$ cat config.mk
export PLATFORM = sky130hd
export DESIGN_NAME = rotation_speed_profile
export DESIGN_NICKNAME = d
export VERILOG_FILES = /design/src/hdl/rsp_pkg.sv /design/src/hdl/rotation_speed_profile.sv /design/src/hdl/rsp_seq.sv /design/src/hdl/rsp_dpath.sv
export SDC_FILE = /design/constraint.sdc
export NUM_CORES = 1
export LEC_CHECK = 0
export BUFFER_PORTS_ARGS = -buffer_cell sky130_fd_sc_hd__buf_2
export CORE_ASPECT_RATIO = 1.25
export CORE_MARGIN = 2
export CORE_UTILIZATION = 50
export DETAILED_ROUTE_END_ITERATION = 8
export GPL_TIMING_DRIVEN = 0
export PLACE_DENSITY_LB_ADDON = 0.15
export SETUP_SLACK_MARGIN = 0.5
export SLEW_MARGIN = 20
export SYNTH_ARGS = -nofsm -noshare
export SYNTH_HDL_FRONTEND = slang
export SYNTH_SLANG_ARGS = --single-unit
$ cat constraint.sdc
create_clock -name clk -period 12.4 [get_ports clk]
set_input_delay 0.62 -clock clk [delete_from_list [all_inputs] [get_ports clk]]
set_output_delay 0.62 -clock clk [all_outputs]
set_load 0.01 [all_outputs]
$ cat src/hdl/rsp_pkg.sv
`default_nettype none
// ----------------------------------------------------------------------------
// rsp_pkg
// Shared types, codes and the microprogram of the rotation speed profile.
// ----------------------------------------------------------------------------
package rsp_pkg;

    // pi in Q2.30, rounded to nearest at the working fraction width by the datapath
    localparam logic [63:0] PI_Q30 = 64'd3373259426;

    localparam logic [15:0] RATE_MAX = 16'd32767;

    // configuration register indexes
    localparam logic [2:0] REG_GOAL_ANGLE    = 3'd0;
    localparam logic [2:0] REG_ACCEL         = 3'd1;
    localparam logic [2:0] REG_VELOCITY_STEP = 3'd2;
    localparam logic [2:0] REG_MAX_SPEED     = 3'd3;
    localparam logic [2:0] REG_MIN_SPEED     = 3'd4;

    // datapath operations
    localparam logic [2:0] OP_NOP       = 3'd0;
    localparam logic [2:0] OP_LOAD      = 3'd1;
    localparam logic [2:0] OP_WRAP_CHK  = 3'd2;
    localparam logic [2:0] OP_MOD_STEP  = 3'd3;
    localparam logic [2:0] OP_UNWRAP    = 3'd4;
    localparam logic [2:0] OP_MUL       = 3'd5;
    localparam logic [2:0] OP_SQRT_STEP = 3'd6;
    localparam logic [2:0] OP_FINISH    = 3'd7;

    // jump conditions
    localparam logic [2:0] COND_NONE     = 3'd0;
    localparam logic [2:0] COND_ALWAYS   = 3'd1;
    localparam logic [2:0] COND_NO_INPUT = 3'd2;
    localparam logic [2:0] COND_IN_RANGE = 3'd3;
    localparam logic [2:0] COND_CNT_NZ   = 3'd4;
    localparam logic [2:0] COND_OUT_FULL = 3'd5;

    // program steps
    localparam logic [2:0] STEP_IDLE   = 3'd0;
    localparam logic [2:0] STEP_WRAP   = 3'd1;
    localparam logic [2:0] STEP_MOD    = 3'd2;
    localparam logic [2:0] STEP_UNWRAP = 3'd3;
    localparam logic [2:0] STEP_MUL    = 3'd4;
    localparam logic [2:0] STEP_SQRT   = 3'd5;
    localparam logic [2:0] STEP_WAIT   = 3'd6;
    localparam logic [2:0] STEP_FINISH = 3'd7;

    typedef struct packed {
        logic [2:0] op;
        logic [2:0] cond;
        logic [2:0] target;
    } rsp_ctrl_t;

    typedef struct packed {
        logic in_valid;
        logic in_range;
        logic cnt_nz;
        logic out_full;
    } rsp_stat_t;

    function automatic rsp_ctrl_t rsp_rom(input logic [2:0] pc);
        rsp_ctrl_t w;
        case (pc)
            STEP_IDLE:   w = '{op: OP_LOAD,      cond: COND_NO_INPUT, target: STEP_IDLE};
            STEP_WRAP:   w = '{op: OP_WRAP_CHK,  cond: COND_IN_RANGE, target: STEP_MUL};
            STEP_MOD:    w = '{op: OP_MOD_STEP,  cond: COND_CNT_NZ,   target: STEP_MOD};
            STEP_UNWRAP: w = '{op: OP_UNWRAP,    cond: COND_NONE,     target: STEP_IDLE};
            STEP_MUL:    w = '{op: OP_MUL,       cond: COND_NONE,     target: STEP_IDLE};
            STEP_SQRT:   w = '{op: OP_SQRT_STEP, cond: COND_CNT_NZ,   target: STEP_SQRT};
            STEP_WAIT:   w = '{op: OP_NOP,       cond: COND_OUT_FULL, target: STEP_WAIT};
            STEP_FINISH: w = '{op: OP_FINISH,    cond: COND_ALWAYS,   target: STEP_IDLE};
            default:     w = '{op: OP_NOP,       cond: COND_ALWAYS,   target: STEP_IDLE};
        endcase
        return w;
    endfunction

endpackage
`default_nettype wire

$ cat src/hdl/rotation_speed_profile.sv
`default_nettype none
// ----------------------------------------------------------------------------
// rotation_speed_profile
// Trapezoidal turn-rate profile toward a goal heading, microcoded.
// ----------------------------------------------------------------------------
// Each heading word gives one turn-rate word. One item is worked at a time:
// the error to the goal is loaded, wrapped by modulo steps and an unwrap
// when it lies outside [-pi, pi], scaled by the acceleration and passed
// through the 16-step bit-pair square root on the shared datapath before
// the limiter. The next heading is taken while a result still waits in
// the output register. Writing goal_angle clears the stored last speed.
module rotation_speed_profile #(
    parameter int FRAC_BITS = 13
) (
    input  wire logic        clk,
    input  wire logic        rst_n,
    input  wire logic        s_axis_tvalid,
    output logic             s_axis_tready,
    input  wire logic [15:0] s_axis_tdata,   // [15:0] heading
    output logic             m_axis_tvalid,
    input  wire logic        m_axis_tready,
    output logic [15:0]      m_axis_tdata,   // [15:0] turn_rate
    input  wire logic        cfg_we,
    input  wire logic [2:0]  cfg_index,
    input  wire logic [15:0] cfg_data
);
    import rsp_pkg::*;

    rsp_ctrl_t ctrl;
    rsp_stat_t stat;

    rsp_seq u_seq (
        .clk   (clk),
        .rst_n (rst_n),
        .stat  (stat),
        .ctrl  (ctrl)
    );

    rsp_dpath #(
        .FRAC_BITS (FRAC_BITS)
    ) u_dpath (
        .clk        (clk),
        .rst_n      (rst_n),
        .ctrl       (ctrl),
        .stat       (stat),
        .cfg_we     (cfg_we),
        .cfg_index  (cfg_index),
        .cfg_data   (cfg_data),
        .in_valid   (s_axis_tvalid),
        .in_ready   (s_axis_tready),
        .in_heading (s_axis_tdata),
        .out_valid  (m_axis_tvalid),
        .out_ready  (m_axis_tready),
        .out_rate   (m_axis_tdata)
    );

endmodule
`default_nettype wire

$ cat src/hdl/rsp_seq.sv
`default_nettype none
// ----------------------------------------------------------------------------
// rsp_seq
// Step counter and program table; issues one control word per cycle.
// ----------------------------------------------------------------------------
module rsp_seq (
    input  wire logic               clk,
    input  wire logic               rst_n,
    input  wire rsp_pkg::rsp_stat_t stat,
    output rsp_pkg::rsp_ctrl_t      ctrl
);
    import rsp_pkg::*;

    logic [2:0] pc_reg;
    logic [2:0] pc_next;
    logic       take;

    assign ctrl = rsp_rom(pc_reg);

    always_comb
    begin
        case (ctrl.cond)
            COND_NONE:     take = 1'b0;
            COND_ALWAYS:   take = 1'b1;
            COND_NO_INPUT: take = !stat.in_valid;
            COND_IN_RANGE: take = stat.in_range;
            COND_CNT_NZ:   take = stat.cnt_nz;
            COND_OUT_FULL: take = stat.out_full;
            default:       take = 1'b0;
        endcase
        pc_next = take ? ctrl.target : pc_reg + 3'd1;
    end

    always_ff @(posedge clk or negedge rst_n)
    begin
        if (!rst_n)
        begin
            pc_reg <= STEP_IDLE;
        end
        else
        begin
            pc_reg <= pc_next;
        end
    end

endmodule
`default_nettype wire

$ cat src/hdl/rsp_dpath.sv
`default_nettype none
// ----------------------------------------------------------------------------
// rsp_dpath
// Datapath: settings, angle wrap, multiplier, bit-pair square root, limiter.
// ----------------------------------------------------------------------------
module rsp_dpath #(
    parameter int FRAC_BITS = 13
) (
    input  wire logic               clk,
    input  wire logic               rst_n,
    input  wire rsp_pkg::rsp_ctrl_t ctrl,
    output rsp_pkg::rsp_stat_t      stat,
    input  wire logic               cfg_we,
    input  wire logic [2:0]         cfg_index,
    input  wire logic [15:0]        cfg_data,
    input  wire logic               in_valid,
    output logic                    in_ready,
    input  wire logic [15:0]        in_heading,
    output logic                    out_valid,
    input  wire logic               out_ready,
    output logic [15:0]             out_rate
);
    import rsp_pkg::*;

    localparam longint PI_Q      = longint'((PI_Q30 + (64'd1 << (29 - FRAC_BITS)))
                                            >> (30 - FRAC_BITS));
    localparam longint TWO_PI    = 2 * PI_Q;
    localparam longint WRAPS     = (65536 + TWO_PI - 1) / TWO_PI;
    localparam longint OFFSET    = PI_Q + WRAPS * TWO_PI;
    localparam longint X_MAX     = 65535 + OFFSET;
    localparam int     XW        = $clog2(X_MAX + 1);
    localparam int     MOD_STEPS = $clog2((X_MAX + TWO_PI) / TWO_PI);
    localparam int     CW        = $clog2((MOD_STEPS > 16) ? MOD_STEPS : 16);
    localparam int     SQRT_STEPS = 16;

    localparam logic signed [XW:0] PI_W     = (XW + 1)'(PI_Q);
    localparam logic signed [XW:0] OFFSET_W = (XW + 1)'(OFFSET);
    localparam logic [XW:0]        TWO_PI_W = (XW + 1)'(TWO_PI);

    // settings
    logic signed [15:0] goal_reg;
    logic [14:0]        accel_reg;
    logic [14:0]        vstep_reg;
    logic [14:0]        max_speed_reg;
    logic [14:0]        min_speed_reg;

    // working state
    logic signed [XW:0] work_reg,  work_next;
    logic [CW-1:0]      cnt_reg,   cnt_next;
    logic [31:0]        rem_reg,   rem_next;
    logic [31:0]        root_reg,  root_next;
    logic               neg_reg,   neg_next;
    logic               zero_reg,  zero_next;
    logic signed [15:0] last_reg,  last_next;
    logic               ovalid_reg, ovalid_next;
    logic [15:0]        orate_reg, orate_next;

    logic               in_range;
    logic [XW:0]        mod_sub;
    logic [15:0]        mag_err;
    logic [31:0]        sq_bit;
    logic [32:0]        sq_trial;
    logic [15:0]        last_mag;
    logic [16:0]        acc_mag;
    logic [16:0]        mag;
    logic [15:0]        rate;

    assign in_range = (work_reg <= PI_W) && (work_reg >= -PI_W);
    assign in_ready = (ctrl.op == OP_LOAD);
    assign mod_sub  = TWO_PI_W << cnt_reg;
    assign mag_err  = work_reg[XW] ? 16'(-work_reg) : work_reg[15:0];
    assign sq_bit   = 32'd1 << {cnt_reg, 1'b0};
    assign sq_trial = {1'b0, root_reg} + {1'b0, sq_bit};
    assign last_mag = last_reg[15] ? 16'(-last_reg) : 16'(last_reg);
    assign acc_mag  = {1'b0, last_mag} + {2'b00, vstep_reg};

    always_comb
    begin
        mag = {1'b0, root_reg[15:0]};
        if (acc_mag < mag)
            mag = acc_mag;
        if ({2'b00, max_speed_reg} < mag)
            mag = {2'b00, max_speed_reg};
        if (zero_reg)
            mag = '0;
        if ((mag != '0) && (mag < {2'b00, min_speed_reg}))
            mag = {2'b00, min_speed_reg};
        if (mag > {1'b0, RATE_MAX})
            mag = {1'b0, RATE_MAX};
        rate = neg_reg ? 16'(-mag) : mag[15:0];
    end

    always_comb
    begin
        work_next   = work_reg;
        cnt_next    = cnt_reg;
        rem_next    = rem_reg;
        root_next   = root_reg;
        neg_next    = neg_reg;
        zero_next   = zero_reg;
        last_next   = last_reg;
        orate_next  = orate_reg;
        ovalid_next = ovalid_reg && !out_ready;
        case (ctrl.op)
            OP_LOAD:
            begin
                if (in_valid)
                    work_next = (XW + 1)'(goal_reg) - (XW + 1)'($signed(in_heading));
            end
            OP_WRAP_CHK:
            begin
                if (!in_range)
                begin
                    work_next = work_reg + OFFSET_W;
                    cnt_next  = CW'(MOD_STEPS - 1);
                end
            end
            OP_MOD_STEP:
            begin
                if ($unsigned(work_reg) >= mod_sub)
                    work_next = $signed($unsigned(work_reg) - mod_sub);
                cnt_next = cnt_reg - CW'(1);
            end
            OP_UNWRAP:
            begin
                work_next = work_reg - PI_W;
            end
            OP_MUL:
            begin
                rem_next  = {31'(accel_reg * mag_err), 1'b0};
                root_next = '0;
                cnt_next  = CW'(SQRT_STEPS - 1);
                neg_next  = work_reg[XW];
                zero_next = (work_reg == '0);
            end
            OP_SQRT_STEP:
            begin
                if ({1'b0, rem_reg} >= sq_trial)
                begin
                    rem_next  = rem_reg - sq_trial[31:0];
                    root_next = (root_reg >> 1) + sq_bit;
                end
                else
                begin
                    root_next = root_reg >> 1;
                end
                cnt_next = cnt_reg - CW'(1);
            end
            OP_FINISH:
            begin
                last_next   = $signed(rate);
                orate_next  = rate;
                ovalid_next = 1'b1;
            end
            default:
            begin
            end
        endcase
        if (cfg_we && (cfg_index == REG_GOAL_ANGLE))
            last_next = '0;
    end

    always_ff @(posedge clk or negedge rst_n)
    begin
        if (!rst_n)
        begin
            goal_reg      <= '0;
            accel_reg     <= 15'd8192;
            vstep_reg     <= 15'd819;
            max_speed_reg <= 15'd8192;
            min_speed_reg <= 15'd2703;
            last_reg      <= '0;
            ovalid_reg    <= 1'b0;
            cnt_reg       <= '0;
        end
        else
        begin
            last_reg   <= last_next;
            ovalid_reg <= ovalid_next;
            cnt_reg    <= cnt_next;
            if (cfg_we)
            begin
                case (cfg_index)
                    REG_GOAL_ANGLE:    goal_reg      <= $signed(cfg_data);
                    REG_ACCEL:         accel_reg     <= cfg_data[14:0];
                    REG_VELOCITY_STEP: vstep_reg     <= cfg_data[14:0];
                    REG_MAX_SPEED:     max_speed_reg <= cfg_data[14:0];
                    REG_MIN_SPEED:     min_speed_reg <= cfg_data[14:0];
                    default:
                    begin
                    end
                endcase
            end
        end
    end

    always_ff @(posedge clk)
    begin
        work_reg  <= work_next;
        rem_reg   <= rem_next;
        root_reg  <= root_next;
        neg_reg   <= neg_next;
        zero_reg  <= zero_next;
        orate_reg <= orate_next;
    end

    assign stat.in_valid = in_valid;
    assign stat.in_range = in_range;
    assign stat.cnt_nz   = (cnt_reg != '0);
    assign stat.out_full = ovalid_reg;

    assign out_valid = ovalid_reg;
    assign out_rate  = orate_reg;

endmodule
`default_nettype wire

# After elaboration in Yosys (flattened, before gate mapping)
# Memories as Yosys holds them, arrays and structs flattened.
# Cells that the tools add are included.
# word_totals
regBits,201
latchBits,0
ram_bits,0
rom_bits,72
inputBits,40
output_inout_bits,18
word_cells,106
mem_count,1
# op_classes
add_sub_neg,13
mul,1
n_div,0
n_lt_le_gt_ge,8
eq_ne,20
shift,2
mux,23
n_bitwise,0
n_reduce_logical,23
# memory_table
memory,depth,word_bits,read_ports,rd_ports_with_merged_regs,write_ports,line_no,text
(name not given),8,9,1,0,0,rsp_pkg.sv:63,case (pc)
# ops
op,count
one-hot mux 32 bit (2 select lines),2
2-to-1 mux 16 bit,6
one-hot mux 19 bit (4 select lines),1
2-to-1 mux 17 bit,4
2-to-1 mux 32 bit,2
2-to-1 mux 19 bit,3
negation 16 bit,3
adder 32 x 32 -> 33 bit,1
greater-or-equal comparator 32 x 33 -> 1 bit,1
adder 31 x 32 -> 32 bit,1
"left shift 1 x 5 -> 32 bit, first input constant",1
subtractor 32 bit,1
multiplier 15 x 16 -> 31 bit,1
"== test 3 bit, second input constant",7
"adder 19 x 18 -> 19 bit, second input constant",1
"greater-or-equal comparator 19 x 16 -> 1 bit, second input constant",1
greater-or-equal comparator 19 bit,1
"<= comparator 19 x 16 -> 1 bit, second input constant",1
zero test 19 bit,1
"left shift 16 x 4 -> 19 bit, first input constant",1
"subtractor 19 x 16 -> 19 bit, second input constant",1
subtractor 19 bit,1
"== test 3 x 2 -> 1 bit, second input constant",6
adder 16 x 15 -> 17 bit,1
other kinds (25),41

# Longest topological paths before layout
# logic_depth
depth_word,17
mapped_depth,58
mapped_depth_nobuf,52

# Modules after synthesis
# From an unflattened synthesis, not the netlist that was laid out.
# unflattened
cells_unflattened,2944
area_unflattened_um2,25505.7
# modules_own_cells
mod,instances,cells_per_inst,area_each_um2,seq_area_each_um2
rsp_dpath,1,2899,25079.1,5479.0
rsp_seq,1,45,426.7,75.1

# Worst setup path after synthesis
# No wires, ideal clock.
# synth_path
kind,register to register
start,reg u_dpath.last_reg[1]
end,reg u_dpath.last_reg[12]
setup_time_ns,0.131
arrival_time_ns,10.870
required_ns,12.269
setup_slack_ns,1.399
stages_incl_launch_ff,56
n_path_buf,5
period_less_slack_ns,11.001
path_cell_list,dfrtp_1 > or3_1 > or3_1 > o31ai_1 > xnor2_1 > ha_1 > o211ai_1 > nor2_1 > a21oi_1 > a31oi_1 > o21a_1 > nor2_1 > xnor2_1 > ha_1 > nor2_1 > nor2_1 > a31oi_1 > o21ai_0 > [... 20 more ...] > a21o_1 > a21oi_1 > nor2_1 > a2111oi_0 > a21o_1 > and2_1 > and2_4 > buf_6 > nor3_1 > a21oi_1 > ha_1 > inv_1 > or4_1 > nor2_1 > nand4_1 > o31a_1 > and3_1 > or3_1
# synth_via
elab_chain_len,17
word_cells_on_any_way,18
classes_between,3 x add/sub; 4 x order compare; 9 x mux; 2 x reduce/logical
# synth_lines
item,line_no,text
from (decl),rsp_dpath.sv:54,"logic signed [15:0] last_reg, last_next;"
from (signal assigned),rsp_dpath.sv:178,last_reg <= last_next;
negation 16 bit,rsp_dpath.sv:74,assign last_mag = last_reg[15] ? 16'(-last_reg) : 16'(last_reg);
2-to-1 mux 16 bit *,rsp_dpath.sv:74,
adder 16 x 15 -> 17 bit *,rsp_dpath.sv:75,"assign acc_mag = {1'b0, last_mag} + {2'b00, vstep_reg};"
less-than comparator 17 x 16 -> 1 bit,rsp_dpath.sv:80,if (acc_mag < mag)
2-to-1 mux 17 bit *,rsp_dpath.sv:80,
less-than comparator 15 x 17 -> 1 bit,rsp_dpath.sv:82,"if ({2'b00, max_speed_reg} < mag)"
2-to-1 mux 17 bit *,rsp_dpath.sv:82,
2-to-1 mux 17 bit *,rsp_dpath.sv:84,if (zero_reg)
less-than comparator 17 x 15 -> 1 bit or nonzero test 17 bit (tied branches),rsp_dpath.sv:86,"if ((mag != '0) && (mag < {2'b00, min_speed_reg}))"
logical AND 1 bit,rsp_dpath.sv:86,
2-to-1 mux 17 bit *,rsp_dpath.sv:86,
greater-than comparator 17 x 15 -> 1 bit,rsp_dpath.sv:88,"if (mag > {1'b0, RATE_MAX})"
2-to-1 mux 16 bit *,rsp_dpath.sv:88,
negation 16 bit,rsp_dpath.sv:90,rate = neg_reg ? 16'(-mag) : mag[15:0];
2-to-1 mux 16 bit *,rsp_dpath.sv:90,
2-to-1 mux 16 bit *,rsp_dpath.sv:104,case (ctrl.op)
2-to-1 mux 16 bit *,rsp_dpath.sv:159,if (cfg_we && (cfg_index == REG_GOAL_ANGLE))
# Mark *: on every way between the ends. The rest lies on a longest branch, timed or not. The select of a mux whose other input is x is not followed.
# A chain may end at the register's enable or synchronous reset.

# Worst setup path after layout
# Same ends and word-level chain as after synthesis.

==> flow_summary.json <==
{
  "outcome": "finished, final reports clean",
  "path_buf_inv": 7,
  "holdBufCountCts": 0,
  "maxCapViolCount": 0,
  "synth_compound_gate_area_share_pct": 15.8,
  "cts.sinks": 201,
  "rsz0062_at_grt": "false",
  "dpl_cell_area_mm2": 0.0262,
  "n_antenna_cell": 0,
  "pin_count": 58,
  "rows": 91,
  "yosys.area.top_type": "fa_1",
  "fin_crit_ns": 11.55,
  "synth.most_common_cell": "nand2_1",
  "final_area_mm2": 0.0274,
  "drive_gt1_share_pct": 8.56,
  "finClkSkew_ns": 0.0319,
  "drc_errors": 0,
  "num_vias": 21763,
  "synth.net_count": 3371,
  "yosys-top-cells-count": "nand2_1 (378), inv_1 (281), ha_1 (270), nor2_1 (194), fa_1 (183)",
  "r2r_cells": 53,
  "crit_arrival_ns": 11.96,
  "fmax_mhz": 86.6,
  "holdCritPathClass": "input pin to async pin",
  "r2r_setup_slack_ns": 0.85,
  "synthXorXnorAreaFrac_pct": 6.10,
  "ant_nets": 0,
  "syn_area_mm2": 0.0250,
  "syn_area_per_cell_um2": 8.68,
  "cts-root-buf": "clkbuf_16",
  "critPathKind": "flop to flop",
  "cts_tree": "built",
  "synthTopCellsByArea": "fa_1 (15%), ha_1 (14%), edfxtp_1 (12%)",
  "clkTransAtPathRegs_ns": 0.07,
  "area_growth_pct": 9.48,
  "relSlewSlack_pct": 19.5,
  "vias_per_cell": 5.97,
  "layout.nets": 3467,
  "die_w_um": 204,
  "finalHoldViolCount": 0,
  "clock_latency_ns": 0.57,
  "antenna_found_initial": 1,
  "dr.pass1.iters": 6,
  "critPathMaxStageDelay_ns": 0.56,
  "synthMuxAreaShare_pct": 3.52,
  "synth_simple_gate_area_share_pct": 17.9,
  "synthArstFlopShare_pct": 49.8,
  "fp.dieArea_mm2": 0.0518,
  "hpwl_um": 63600,
  "cpMostUsedCell": "nor2_1",
  "core_mm2": 0.0494,
  "synth_ff_type": "edfxtp_1",
  "finalSetupViolations": 0,
  "path_max_fanout": 10,
  "synthesis.instances": 2878,
  "synth_cell_types": 87,
  "initial_core_util_pct": 50.6,
  "cts_buffers": 24,
  "htreeDepth": 1,
  "ys_seq_elements": 201,
  "port_buffers": 57,
  "wirelength_um": 78400,
  "crit_path_start_kind": "flop",
  "grt_first_pass_wirelength_um": 123000,
  "synth_top_family_by_area": "adder cells",
  "worstPathRequired_ns": 12.82,
  "synth-adder-area-share_pct": 28.3,
  "maxSlewViolCount": 0,
  "grt_usage_pct": 30.6,
  "worstSetupEndpointType": "flop",
  "grt_max_degree": 55,
  "overflow": 0,
  "synth_top_area_share_pct": 14.7,
  "worst_pin_slew_ns": 1.20,
  "wl_per_cell_um": 21.5,
  "cp_num_cells": 53,
  "drt_iter0_markers": 1468,
  "cpLargestDelayFamily": "simple AND/OR/NAND/NOR gates",
  "crit_slowest_cell": "or4_1",
  "place.gp.congestion": 0.963,
  "grt_pass1_vias": 22295,
  "die_h_um": 254,
  "ys_warn_count": 0,
  "synth_edf_count": 101,
  "dp.cells": 3590,
  "seq_area_frac_synth_pct": 22.2,
  "instances_no_fill": 3643,
  "cts_buffer_depth": 3,
  "final.period_utilization_pct": 93.1
}
==> cell type report <==
class | instances | area (um2)
clock inverter | 15 | 174
buffer | 116 | 488
inverter | 283 | 1060
multi-input combinational | 2278 | 18100
clock buffer | 29 | 681
tap | 651 | 815
fill | 4599 | 22100
sequential | 201 | 5560
timing repair buffer | 70 | 457
==> metrics by stage <==
| step | worst slack, ns | util [%] | TNS, ns | hold WS [ns] |
|---|---|---|---|---|
| 3_3_place_gp | -1.29 | 52.8 | -9.63 | 0.466 |
| 5_1_grt | 0.418 | 55.4 | 0 | 0.0351 |
| 2_1_floorplan | 1.40 | - | 0 | 0.324 |
| 6_report | 0.854 | 55.4 | 0 | 0.00656 |
| 3_5_place_dp | -1.29 | 53.1 | -9.18 | 0.475 |
| 4_1_cts | 0.509 | 55.0 | 0 | 0.0211 |
==> cell families (layout without fill, tap and decap cells) <==
logic type,Yosys count,count (layout)
AND/OR/NAND/NOR,957,957
AO/OA/AOI/OAI,612,612
adder cells (fa/ha/maj),455,455
buffers and inverters,399,513
flip-flops,201,201
XOR/XNOR,174,174
multiplexers,80,80
==> cell usage in the layout (no fill, tap or decap), types with 11 or more instances in the layout <==
master,count
o21bai_1,22
o211ai_1,14
nor2b_1,33
nand2b_1,24
nor2_1,193
a21oi_1,154
mux2i_1,24
mux2_2,50
ha_1,269
nand3_1,59
buf_2,58
clkbuf_1,95
fa_1,183
xnor2_1,111
inv_1,281
nor3_1,55
and3_1,20
nand2_1,378
clkbuf_16,25
a31oi_1,32
o31ai_1,25
or3_1,14
edfxtp_1,101
dfstp_2,15
xor2_1,60
a21o_1,40
nand4_1,29
a211oi_1,36
dfrtp_1,83
and2_1,106
buf_1,11
o21a_1,19
o21ai_0,131
==> worst paths after layout <==
kind                                      from              endpoint
min in group clk                 m_axis_tready     u_dpath.out_valid
setup / recovery           u_dpath.last_reg[1]  u_dpath.last_reg[12]
max in group asynchronous                rst_n  u_dpath.vstep_reg[0]
setup reg to reg           u_dpath.last_reg[1]  u_dpath.last_reg[12]
hold / removal                           rst_n   u_dpath.last_reg[6]
hold reg to reg            u_dpath.goal_reg[9]   u_dpath.goal_reg[9]
==> metal layers <==
| metal | track usage [%] | up-vias | wire length, um |
|---|---|---|---|
| met5 | 0 | - | 0 |
| met4 | 14.1 | 0 | 3870 |
| met3 | 3.03 | 178 | 3750 |
| met2 | 55.8 | 637 | 40000 |
| met1 | 36.0 | 10811 | 30800 |
| li1 | - | 10137 | - |
==> what timing repair did <==
| action | 4_1_cts | 5_1_grt |
|---|---|---|
| buffers inserted | 3 | 6 |
| pin swaps | 4 | 10 |
| hold endpoints to repair | 0 | 0 |
| setup endpoints to repair | 27 | 12 |
| resized for setup | 23 | 26 |
Power is left out: the tool's default activity adds up to more than one toggle a clock period on the data nets, which glitch-free logic cannot reach.
